File: config.mk
export PLATFORM = sky130hd
export DESIGN_NAME = sha1_hash_engine
export DESIGN_NICKNAME = d
export VERILOG_FILES = /design/src/hw/rtl/sha1_pkg.sv /design/src/hw/rtl/sha1_datapath.sv /design/src/hw/rtl/sha1_ctrl.sv /design/src/hw/rtl/sha1_hash_engine.sv
export SDC_FILE = /design/constraint.sdc
export NUM_CORES = 2
export LEC_CHECK = 0
export BUFFER_PORTS_ARGS = -buffer_cell sky130_fd_sc_hd__buf_4
export CORE_MARGIN = 2
export CORE_UTILIZATION = 35
export DETAILED_ROUTE_END_ITERATION = 8
export PLACE_DENSITY = 0.59
export REMOVE_ABC_BUFFERS = 1
export SLEW_MARGIN = 20
export SYNTH_ARGS = -nofsm -noshare
export SYNTH_HDL_FRONTEND = slang
export SYNTH_SLANG_ARGS = --single-unit
File: constraint.sdc
create_clock -name clk -period 14.95 [get_ports clk]
set_input_delay 1.495 -clock clk [delete_from_list [all_inputs] [get_ports clk]]
set_output_delay 1.495 -clock clk [all_outputs]
set_load 0.05 [all_outputs]
File: src/hw/rtl/sha1_pkg.sv
`timescale 1ns / 1ps
// ----------------------------------------------------------------------------
// sha1_pkg
// shared types, constants and helpers of the sha-1 hash engine
// ----------------------------------------------------------------------------
package sha1_pkg;

    localparam int WORD_W     = 32;
    localparam int NB_W       = 3;
    localparam int IDX_W      = 3;
    localparam int BLK_WORDS  = 16;
    localparam int CNT_W      = 4;
    localparam int ROUNDS     = 80;
    localparam int ROUND_W    = 7;
    localparam int CHAIN_N    = 5;
    localparam int BYTES_W    = 61;

    localparam logic [WORD_W-1:0] H0_INIT = 32'h67452301;
    localparam logic [WORD_W-1:0] H1_INIT = 32'hEFCDAB89;
    localparam logic [WORD_W-1:0] H2_INIT = 32'h98BADCFE;
    localparam logic [WORD_W-1:0] H3_INIT = 32'h10325476;
    localparam logic [WORD_W-1:0] H4_INIT = 32'hC3D2E1F0;

    localparam logic [WORD_W-1:0] K_CH     = 32'h5A827999;
    localparam logic [WORD_W-1:0] K_PAR1   = 32'h6ED9EBA1;
    localparam logic [WORD_W-1:0] K_MAJ    = 32'h8F1BBCDC;
    localparam logic [WORD_W-1:0] K_PAR2   = 32'hCA62C1D6;
    localparam logic [WORD_W-1:0] PAD_WORD = 32'h80000000;

    localparam logic [NB_W-1:0]  FULL_BYTES = 3'd4;
    localparam logic [IDX_W-1:0] LAST_INDEX = 3'd4;
    localparam logic [CNT_W-1:0] CNT_LEN    = 4'd14;
    localparam logic [CNT_W-1:0] CNT_FULL   = 4'd15;
    localparam logic [ROUND_W-1:0] ROUND_LAST = 7'd79;

    typedef struct packed {
        logic [WORD_W-1:0] message_word;
        logic [NB_W-1:0]   valid_bytes;
        logic              final_word;
    } msg_t;

    typedef struct packed {
        logic [WORD_W-1:0] digest_word;
        logic [IDX_W-1:0]  digest_index;
        logic              digest_last;
    } digest_t;

    typedef enum logic [2:0] {
        PUSH_MSG    = 3'd0,
        PUSH_MARK   = 3'd1,
        PUSH_ZERO   = 3'd2,
        PUSH_LEN_HI = 3'd3,
        PUSH_LEN_LO = 3'd4
    } push_sel_t;

    typedef enum logic [1:0] {
        FN_CH   = 2'd0,
        FN_PAR1 = 2'd1,
        FN_MAJ  = 2'd2,
        FN_PAR2 = 2'd3
    } round_fn_t;

    typedef enum logic [4:0] {
        S_IDLE  = 5'b00001,
        S_PAD   = 5'b00010,
        S_ROUND = 5'b00100,
        S_ADD   = 5'b01000,
        S_OUT   = 5'b10000
    } state_t;

    typedef struct packed {
        logic              push;
        push_sel_t         push_sel;
        logic              load_vars;
        logic              round_en;
        round_fn_t         round_fn;
        logic              add_chain;
        logic              reinit;
        logic [IDX_W-1:0]  out_index;
    } dp_cmd_t;

    typedef struct packed {
        logic [CNT_W-1:0]  word_count;
    } dp_status_t;

    // effective byte count: partial words only count on the final word
    function automatic logic [NB_W-1:0] eff_bytes(input msg_t m);
        eff_bytes = (!m.final_word || m.valid_bytes > FULL_BYTES) ? FULL_BYTES
                                                                 : m.valid_bytes;
    endfunction

    function automatic logic [WORD_W-1:0] keep_mask(input logic [NB_W-1:0] nb);
        unique case (nb)
            3'd0:    keep_mask = 32'h00000000;
            3'd1:    keep_mask = 32'hFF000000;
            3'd2:    keep_mask = 32'hFFFF0000;
            3'd3:    keep_mask = 32'hFFFFFF00;
            default: keep_mask = 32'hFFFFFFFF;
        endcase
    endfunction

    function automatic logic [WORD_W-1:0] pad_mark(input logic [NB_W-1:0] nb);
        unique case (nb)
            3'd0:    pad_mark = 32'h80000000;
            3'd1:    pad_mark = 32'h00800000;
            3'd2:    pad_mark = 32'h00008000;
            3'd3:    pad_mark = 32'h00000080;
            default: pad_mark = 32'h00000000;
        endcase
    endfunction

    function automatic logic [WORD_W-1:0] rotl(input logic [WORD_W-1:0] x,
                                               input int unsigned n);
        rotl = (x << n) | (x >> (WORD_W - n));
    endfunction

endpackage

File: src/hw/rtl/sha1_datapath.sv
`timescale 1ns / 1ps
// ----------------------------------------------------------------------------
// sha1_datapath
// message schedule window, round variables, chaining words and length count
// ----------------------------------------------------------------------------
module sha1_datapath
    import sha1_pkg::*;
(
    input  logic              clk,
    input  logic              rst_n,
    input  msg_t              msg,
    input  dp_cmd_t           cmd,
    output dp_status_t        status,
    output logic [WORD_W-1:0] digest_word
);

    logic [WORD_W-1:0]  w_reg     [BLK_WORDS];
    logic [WORD_W-1:0]  w_next_in;
    logic [WORD_W-1:0]  var_reg   [CHAIN_N];
    logic [WORD_W-1:0]  chain_reg [CHAIN_N];
    logic [CNT_W-1:0]   count_reg;
    logic [CNT_W-1:0]   count_next;
    logic [BYTES_W-1:0] bytes_reg;
    logic [BYTES_W-1:0] bytes_next;
    logic [NB_W-1:0]    nb;
    logic [WORD_W-1:0]  push_val;
    logic [WORD_W-1:0]  f_val;
    logic [WORD_W-1:0]  k_val;
    logic [WORD_W-1:0]  temp_val;

    assign nb = eff_bytes(msg);

    always_comb
    begin
        unique case (cmd.push_sel)
            PUSH_MSG:    push_val = (msg.message_word & keep_mask(nb)) | pad_mark(nb);
            PUSH_MARK:   push_val = PAD_WORD;
            PUSH_LEN_HI: push_val = bytes_reg[BYTES_W-1:BYTES_W-WORD_W];
            PUSH_LEN_LO: push_val = {bytes_reg[WORD_W-4:0], 3'b000};
            default:     push_val = '0;
        endcase
    end

    // schedule expansion: w[t+16] from the sliding 16-word window
    assign w_next_in = rotl(w_reg[13] ^ w_reg[8] ^ w_reg[2] ^ w_reg[0], 1);

    always_comb
    begin
        unique case (cmd.round_fn)
            FN_CH:
            begin
                f_val = (var_reg[1] & var_reg[2]) | (~var_reg[1] & var_reg[3]);
                k_val = K_CH;
            end
            FN_PAR1:
            begin
                f_val = var_reg[1] ^ var_reg[2] ^ var_reg[3];
                k_val = K_PAR1;
            end
            FN_MAJ:
            begin
                f_val = (var_reg[1] & var_reg[2]) | (var_reg[1] & var_reg[3])
                      | (var_reg[2] & var_reg[3]);
                k_val = K_MAJ;
            end
            default:
            begin
                f_val = var_reg[1] ^ var_reg[2] ^ var_reg[3];
                k_val = K_PAR2;
            end
        endcase
    end

    assign temp_val = rotl(var_reg[0], 5) + f_val + var_reg[4] + k_val + w_reg[0];

    // window shifts toward index 0 on both a push and a round
    always_ff @(posedge clk)
    begin
        if (cmd.push || cmd.round_en)
        begin
            for (int i = 0; i < BLK_WORDS - 1; i++)
            begin
                w_reg[i] <= w_reg[i+1];
            end
            w_reg[BLK_WORDS-1] <= cmd.push ? push_val : w_next_in;
        end
    end

    always_ff @(posedge clk)
    begin
        if (cmd.load_vars)
        begin
            for (int i = 0; i < CHAIN_N; i++)
            begin
                var_reg[i] <= chain_reg[i];
            end
        end
        else if (cmd.round_en)
        begin
            var_reg[0] <= temp_val;
            var_reg[1] <= var_reg[0];
            var_reg[2] <= rotl(var_reg[1], 30);
            var_reg[3] <= var_reg[2];
            var_reg[4] <= var_reg[3];
        end
    end

    always_comb
    begin
        count_next = count_reg;
        bytes_next = bytes_reg;
        if (cmd.reinit)
        begin
            count_next = '0;
            bytes_next = '0;
        end
        else
        begin
            if (cmd.push)
            begin
                count_next = count_reg + 1'b1;
            end
            if (cmd.push && cmd.push_sel == PUSH_MSG)
            begin
                bytes_next = bytes_reg + BYTES_W'(nb);
            end
        end
    end

    always_ff @(posedge clk or negedge rst_n)
    begin
        if (!rst_n)
        begin
            count_reg    <= '0;
            bytes_reg    <= '0;
            chain_reg[0] <= H0_INIT;
            chain_reg[1] <= H1_INIT;
            chain_reg[2] <= H2_INIT;
            chain_reg[3] <= H3_INIT;
            chain_reg[4] <= H4_INIT;
        end
        else
        begin
            count_reg <= count_next;
            bytes_reg <= bytes_next;
            if (cmd.reinit)
            begin
                chain_reg[0] <= H0_INIT;
                chain_reg[1] <= H1_INIT;
                chain_reg[2] <= H2_INIT;
                chain_reg[3] <= H3_INIT;
                chain_reg[4] <= H4_INIT;
            end
            else if (cmd.add_chain)
            begin
                for (int i = 0; i < CHAIN_N; i++)
                begin
                    chain_reg[i] <= chain_reg[i] + var_reg[i];
                end
            end
        end
    end

    always_comb
    begin
        unique case (cmd.out_index)
            3'd0:    digest_word = chain_reg[0];
            3'd1:    digest_word = chain_reg[1];
            3'd2:    digest_word = chain_reg[2];
            3'd3:    digest_word = chain_reg[3];
            default: digest_word = chain_reg[4];
        endcase
    end

    assign status.word_count = count_reg;

endmodule

File: src/hw/rtl/sha1_ctrl.sv
`timescale 1ns / 1ps
// ----------------------------------------------------------------------------
// sha1_ctrl
// sequencer for word intake, padding, 80-round compression and digest output
// ----------------------------------------------------------------------------
module sha1_ctrl
    import sha1_pkg::*;
(
    input  logic             clk,
    input  logic             rst_n,
    input  logic             msg_valid,
    output logic             msg_ready,
    input  msg_t             msg,
    output logic             digest_valid,
    input  logic             digest_ready,
    output logic [IDX_W-1:0] digest_index,
    output dp_cmd_t          cmd,
    input  dp_status_t       status
);

    state_t             state_reg,    state_next;
    logic [ROUND_W-1:0] round_reg,    round_next;
    logic [IDX_W-1:0]   index_reg,    index_next;
    logic               padding_reg,  padding_next;
    logic               mark_reg,     mark_next;
    logic               len_hi_reg,   len_hi_next;
    logic               pad_done_reg, pad_done_next;
    logic               block_full;

    assign block_full = (status.word_count == CNT_FULL);

    always_comb
    begin
        state_next    = state_reg;
        round_next    = round_reg;
        index_next    = index_reg;
        padding_next  = padding_reg;
        mark_next     = mark_reg;
        len_hi_next   = len_hi_reg;
        pad_done_next = pad_done_reg;

        cmd           = '0;
        cmd.push_sel  = PUSH_MSG;
        cmd.round_fn  = FN_CH;
        cmd.out_index = index_reg;

        msg_ready    = 1'b0;
        digest_valid = 1'b0;

        unique case (state_reg)
            S_IDLE:
            begin
                msg_ready = 1'b1;
                if (msg_valid)
                begin
                    cmd.push      = 1'b1;
                    cmd.push_sel  = PUSH_MSG;
                    cmd.load_vars = block_full;
                    if (msg.final_word)
                    begin
                        padding_next = 1'b1;
                        // a full final word leaves the pad byte for its own word
                        mark_next    = (eff_bytes(msg) == FULL_BYTES);
                    end
                    if (block_full)
                    begin
                        state_next = S_ROUND;
                        round_next = '0;
                    end
                    else if (msg.final_word)
                    begin
                        state_next = S_PAD;
                    end
                end
            end
            S_PAD:
            begin
                cmd.push      = 1'b1;
                cmd.load_vars = block_full;
                if (mark_reg)
                begin
                    cmd.push_sel = PUSH_MARK;
                    mark_next    = 1'b0;
                end
                else if (len_hi_reg)
                begin
                    cmd.push_sel  = PUSH_LEN_LO;
                    len_hi_next   = 1'b0;
                    pad_done_next = 1'b1;
                end
                else if (status.word_count == CNT_LEN)
                begin
                    cmd.push_sel = PUSH_LEN_HI;
                    len_hi_next  = 1'b1;
                end
                else
                begin
                    cmd.push_sel = PUSH_ZERO;
                end
                if (block_full)
                begin
                    state_next = S_ROUND;
                    round_next = '0;
                end
            end
            S_ROUND:
            begin
                cmd.round_en = 1'b1;
                if (round_reg < 7'd20)
                begin
                    cmd.round_fn = FN_CH;
                end
                else if (round_reg < 7'd40)
                begin
                    cmd.round_fn = FN_PAR1;
                end
                else if (round_reg < 7'd60)
                begin
                    cmd.round_fn = FN_MAJ;
                end
                else
                begin
                    cmd.round_fn = FN_PAR2;
                end
                round_next = round_reg + 1'b1;
                if (round_reg == ROUND_LAST)
                begin
                    state_next = S_ADD;
                end
            end
            S_ADD:
            begin
                cmd.add_chain = 1'b1;
                priority if (pad_done_reg)
                begin
                    state_next = S_OUT;
                    index_next = '0;
                end
                else if (padding_reg)
                begin
                    state_next = S_PAD;
                end
                else
                begin
                    state_next = S_IDLE;
                end
            end
            S_OUT:
            begin
                digest_valid = 1'b1;
                if (digest_ready)
                begin
                    index_next = index_reg + 1'b1;
                    if (index_reg == LAST_INDEX)
                    begin
                        cmd.reinit    = 1'b1;
                        index_next    = '0;
                        padding_next  = 1'b0;
                        pad_done_next = 1'b0;
                        state_next    = S_IDLE;
                    end
                end
            end
            default:
            begin
                state_next = S_IDLE;
            end
        endcase
    end

    always_ff @(posedge clk or negedge rst_n)
    begin
        if (!rst_n)
        begin
            state_reg    <= S_IDLE;
            round_reg    <= '0;
            index_reg    <= '0;
            padding_reg  <= 1'b0;
            mark_reg     <= 1'b0;
            len_hi_reg   <= 1'b0;
            pad_done_reg <= 1'b0;
        end
        else
        begin
            state_reg    <= state_next;
            round_reg    <= round_next;
            index_reg    <= index_next;
            padding_reg  <= padding_next;
            mark_reg     <= mark_next;
            len_hi_reg   <= len_hi_next;
            pad_done_reg <= pad_done_next;
        end
    end

    assign digest_index = index_reg;

endmodule

File: src/hw/rtl/sha1_hash_engine.sv
`timescale 1ns / 1ps
// ----------------------------------------------------------------------------
// sha1_hash_engine
// streaming sha-1 over big-endian 32-bit words with in-line padding
// ----------------------------------------------------------------------------
// throughput: one word a cycle until a block fills, then intake waits for the
//   80 rounds and the chaining add
// after the final word, padding words go in one a cycle, then one or two
//   compressions of 80 rounds and a chaining add each, then five digest transactions
// reset: chaining words return to the initial values, counts clear; the engine
//   also returns to this state after the fifth digest word is taken
module sha1_hash_engine
    import sha1_pkg::*;
(
    input  logic    clk,
    input  logic    rst_n,
    input  logic    msg_valid,
    output logic    msg_ready,
    input  msg_t    msg,
    output logic    digest_valid,
    input  logic    digest_ready,
    output digest_t digest
);

    dp_cmd_t           cmd;
    dp_status_t        status;
    logic [IDX_W-1:0]  index;
    logic [WORD_W-1:0] word;

    sha1_ctrl u_ctrl (
        .clk          (clk),
        .rst_n        (rst_n),
        .msg_valid    (msg_valid),
        .msg_ready    (msg_ready),
        .msg          (msg),
        .digest_valid (digest_valid),
        .digest_ready (digest_ready),
        .digest_index (index),
        .cmd          (cmd),
        .status       (status)
    );

    sha1_datapath u_datapath (
        .clk         (clk),
        .rst_n       (rst_n),
        .msg         (msg),
        .cmd         (cmd),
        .status      (status),
        .digest_word (word)
    );

    assign digest.digest_word  = word;
    assign digest.digest_index = index;
    assign digest.digest_last  = (index == LAST_INDEX);

    // intake and digest output never overlap
    a_no_overlap: assert property (@(posedge clk) disable iff (!rst_n)
        !(msg_ready && digest_valid))
        else $error("intake and digest output active together");

    // after the last digest word the engine is ready for a new message
    a_back_to_idle: assert property (@(posedge clk) disable iff (!rst_n)
        (digest_valid && digest_ready && digest.digest_last) |=> msg_ready)
        else $error("engine not idle after last digest word");

    // digest words come out in order with no gaps
    a_index_step: assert property (@(posedge clk) disable iff (!rst_n)
        (digest_valid && digest_ready && !digest.digest_last) |=>
        (digest_valid && digest.digest_index == $past(digest.digest_index) + 3'd1))
        else $error("digest index did not advance");

    // intake stops once a word push fills the block
    a_ready_count: assert property (@(posedge clk) disable iff (!rst_n)
        (msg_valid && msg_ready && status.word_count == CNT_FULL) |=> !msg_ready)
        else $error("intake continued past a full block");

endmodule
==> metrics.md <==
| Metric | Value |
|---|---|
| Mapped Cells | ~4200 |
| Post-route cell area | roughly 53000 sq um |
| Num CTS Buffers | 98 |
| Routed WL per cell | between 20 and 25 um |
| Initial antenna violation count | 1 |
| Final Skew | about 42 ps |
| Worst Path Required | 15370 ps |
| Fillers | about 13000 |
| Router iterations before antenna repair | 8 |
| Clk pwr share | 0.199 |
| Crit. End Element | register |
| Placed cell count | ~5900 |
| Clock Sink Count | between 900 and 1000 |
| Yosys reg bits | 916 |
| Syn_area_per_cell | 11.40 sq um |
| Height of the die | 371.9 um |
| Vias per std cell | 5.252 |
| Post-synthesis sequential area ratio | 0.5571 |
| Cell taking the most area after synthesis | edfxtp_1 |
| NetSw | ~4.7 mW |
| Hold worst-path end | u_datapath.w_reg[0][1]$_DFFE_PP_ |
| Commonest non-fill, non-tap cell in the layout | edfxtp_1 |
| Gate power share | 0.423 |
| Area occupied by multi-input gates | about 19000 sq um |
| Max reg flops | about 510 |
| Initial core utilization | 0.3536 |
| R2R depth | 27 |
| Commonest cells after routing, fill and taps aside | edfxtp_1 (672), nand2_1 (409), o21ai_0 (406), inv_1 (337), nor2_1 (251) |
| # rows | between 100 and 150 |
| Final setup vio count | 0 |
| YS warnings | 0 |
| Hold Path Cell Cnt | 0 |
| WS Path Type | register to register |
| CP bufs+invs | 6 |
| Fin cells | 6067 |
| Top cells by area, synth | edfxtp_1 (43%), dfrtp_1 (8.6%), ha_1 (5.5%) |
| CP startpoint kind | register |
| GPL Wtd Cong | between 0.9 and 1 |
| RR Endpoint | u_datapath.var_reg[0][31]$_DFFE_PP_ |
| Die footprint | between 100000 and 150000 sq um |
| RSZ-0062 raised after global routing | no |
| Peak fanout along the critical path | between 100 and 150 |
| DRC | 0 |
| Crit path DAT | ~8600 ps |
| Final Cycle Share | 0.5489 |
| Crit-path slowest cell | nand3_4 |
| Cell area power density | 230.6 nW/um^2 |
| Clock transition at path regs | roughly 60 ps |
| Worst-skew pair later-pin latency | approximately 680 ps |
| Int Power | about 7.5 mW |
| Sw Share | 0.3849 |
| Die width | about 370 um |
| CORE AREA | 134000 sq um |
| Worst-margin pin slew | roughly 1100 ps |
| Largest net degree at the start of global routing | 200 |
| Status | finished clean |
| Slew margin rel. | 0.2666 |
| Slew Limit Fails | 0 |
| Layout cells sized above 1 | 0.08816 |
| IR Drop Worst-Case VDD | between 0.0002 and 0.00025 V |
| H-tree levels | 3 |
| Buffers on Ports | 77 |
| GR Overflow Total | 0 |
| DR vias | 31864 |
| Initial drt markers | between 3000 and 4000 |
| Post-Synthesis Cell Area | around 47000 sq um |
| Post-synth cell types | 83 |
| Post-synth top area share | 0.4261 |
| Layout Nets | between 4000 and 5000 |
| RR Startpoint | u_ctrl.state_reg[4]$_DFFE_PN0P_ |
| Clock buffer depth | 3 |
| Root Buffer | clkbuf_16 |
| Global-route wire length before repair | around 190000 um |
| Hold crit path type | register to register |
| Max Cap Violations | 0 |
| WL final | ~130000 um |
| Post-cts hold buffer count | 0 |
| Register Area | 26390 sq um |
| TritonCTS clock tree | built |
| CP top delay family | compound AO/OA/AOI/OAI gates |
| Placed Area | roughly 50000 sq um |
| Reg2reg setup slack | ~6700 ps |
| Tmin final | 8207 ps |
| Routed Antenna Nets | 0 |
| CP max stage delay | 710 ps |
| Final Core Density | 0.3973 |
| Syn-to-layout area delta | 12.36% |
| Highest clock rate | about 120 MHz |
| Reg power frac | 0.378 |
| Worst path most repeated cell | inv_1 |
| Leakage power | approximately 21 nW |
| Number of I/O pins | slightly below 80 |
| Ys flop type | edfxtp_1 |
| Ant diodes | 0 |
| Post-synth EDFFs | ~670 |
| Post-synth ARST share | 0.2664 |
| HPWL after detailed placement | around 87000 um |
| # Post-CTS Setup Buffers | 0 |
| Post_cts resized | 0 |
| Vias in the first global route | just over 30000 |
| Final hold violations | 0 |
| Min-delay src | u_datapath.w_reg[0][33]$_DFFE_PP_ |
| Total global-route track usage | 0.1808 |
[Yosys cell counts (all sizes together), types with 6 or more instances]
cell,n
nor3,53
nor2b,17
edfxtp,672
dfstp,81
inv,339
dfrtp,163
a21o,94
nand3,96
nor2,257
o21a,35
xnor2,180
a22oi,69
nand2b,34
a21boi,10
nand4,25
a211oi,12
o21bai,23
a211o,7
o21ai,409
a221oi,8
fa,126
ha,208
a21oi,237
o31ai,20
o22ai,35
and2,15
or3,24
nand2,413
and4,6
buf,19
clkbuf,132
a31oi,60
o2111ai,7
xor2,127
a222oi,27
and3,33
nor4,8
[stage by stage]
| stage | setup slack (ps) | hold slack (ps) | setup TNS, ps | power, mW |
|---|---|---|---|---|
| 3_5_place_dp | 6516 | 404.5 | 0 | 9.842 |
| 3_3_place_gp | 6649 | 400.3 | 0 | 9.728 |
| 5_1_grt | 6123 | 412.4 | 0 | 13.14 |
| 2_1_floorplan | -9554 | 400.3 | -4891670 | 8.797 |
| 6_report | 6743 | 406.5 | 0 | 12.27 |
| 4_1_cts | 6498 | 412.0 | 0 | 12.34 |
[kinds of logic (layout without fill, tap and decap cells)]
| logic type | after synthesis | in the layout | synth area share |
|---|---|---|---|
| buffers and inverters | 490 | 634 | 0.03928 |
| multiplexers | 5 | 5 | 0.001110 |
| AND/OR/NAND/NOR | 1001 | 1001 | 0.09497 |
| adder cells (fa/ha/maj) | 335 | 335 | 0.1084 |
| AO/OA/AOI/OAI | 1101 | 1101 | 0.1423 |
| flip-flops | 916 | 916 | 0.5571 |
| XOR/XNOR | 307 | 307 | 0.05677 |
[how the worst max path moves through the flow]
stage / from / end / slack, ps / cells past startpoint
2_1_floorplan: u_ctrl.state_reg[1]$_DFFE_PN0P_ / u_datapath.w_reg[0][0]$_DFFE_PP_ / -9550 / 3
3_3_place_gp: u_ctrl.state_reg[0]$_DFFE_PN1P_ / u_datapath.var_reg[0][31]$_DFFE_PP_ / 6650 / 26
4_1_cts: u_ctrl.state_reg[4]$_DFFE_PN0P_ / u_datapath.var_reg[0][31]$_DFFE_PP_ / 6500 / 27
3_5_place_dp: u_ctrl.state_reg[4]$_DFFE_PN0P_ / u_datapath.var_reg[0][31]$_DFFE_PP_ / 6520 / 27
6_report: u_ctrl.state_reg[4]$_DFFE_PN0P_ / u_datapath.var_reg[0][31]$_DFFE_PP_ / 6740 / 27
5_1_grt: u_ctrl.state_reg[4]$_DFFE_PN0P_ / u_datapath.var_reg[0][31]$_DFFE_PP_ / 6120 / 27
[worst reg2reg max path, stage by stage, from the launching register on]
cell and delay, ps:
dfrtp_1 390, nor2_1 460, nand3_4 710, buf_6 580, nor2_1 500, ha_1 240, inv_1 150, o21ai_0 270
inv_1 120, fa_1 380, inv_1 80, fa_1 440, fa_1 450, inv_1 70, ha_1 190, inv_1 70
fa_1 400, nor2b_1 180, o31ai_1 120, a21oi_1 420, a2111oi_4 180, o31a_1 370, o21ai_1 220, a21oi_1 130
o31ai_1 410, nand2_1 130, o31ai_1 260, a31oi_1 60
[routing by layer]
| metal | part of all wire | track usage |
|---|---|---|
| met4 | 0.029 | 0.05591 |
| met3 | 0.056 | 0.02749 |
| met5 | 0.000071 | 0 |
| met2 | 0.46 | 0.2863 |
| met1 | 0.46 | 0.2551 |
[layout make-up]
cell class                      instances  area share
Sequential cell                       916      0.4958
Multi-Input combinational cell       2749      0.3612
Clock buffer                          139     0.05088
Tap cell                             1768     0.04157
Inverter                              339     0.02400
Timing Repair Buffer                  110     0.01634
Clock inverter                         46     0.01018
[power by group through the flow]
stage                     clock [mW]  sequential, mW  combinational [mW]
after global routing            2.60            4.74                5.81
final                           2.44            4.64                5.19
after global placement             0            4.64                5.09
after floorplan                    0            4.90                3.90
after CTS                       2.50            4.64                5.20
after detailed placement           0            4.68                5.16
(Power assumes the default switching activity.)
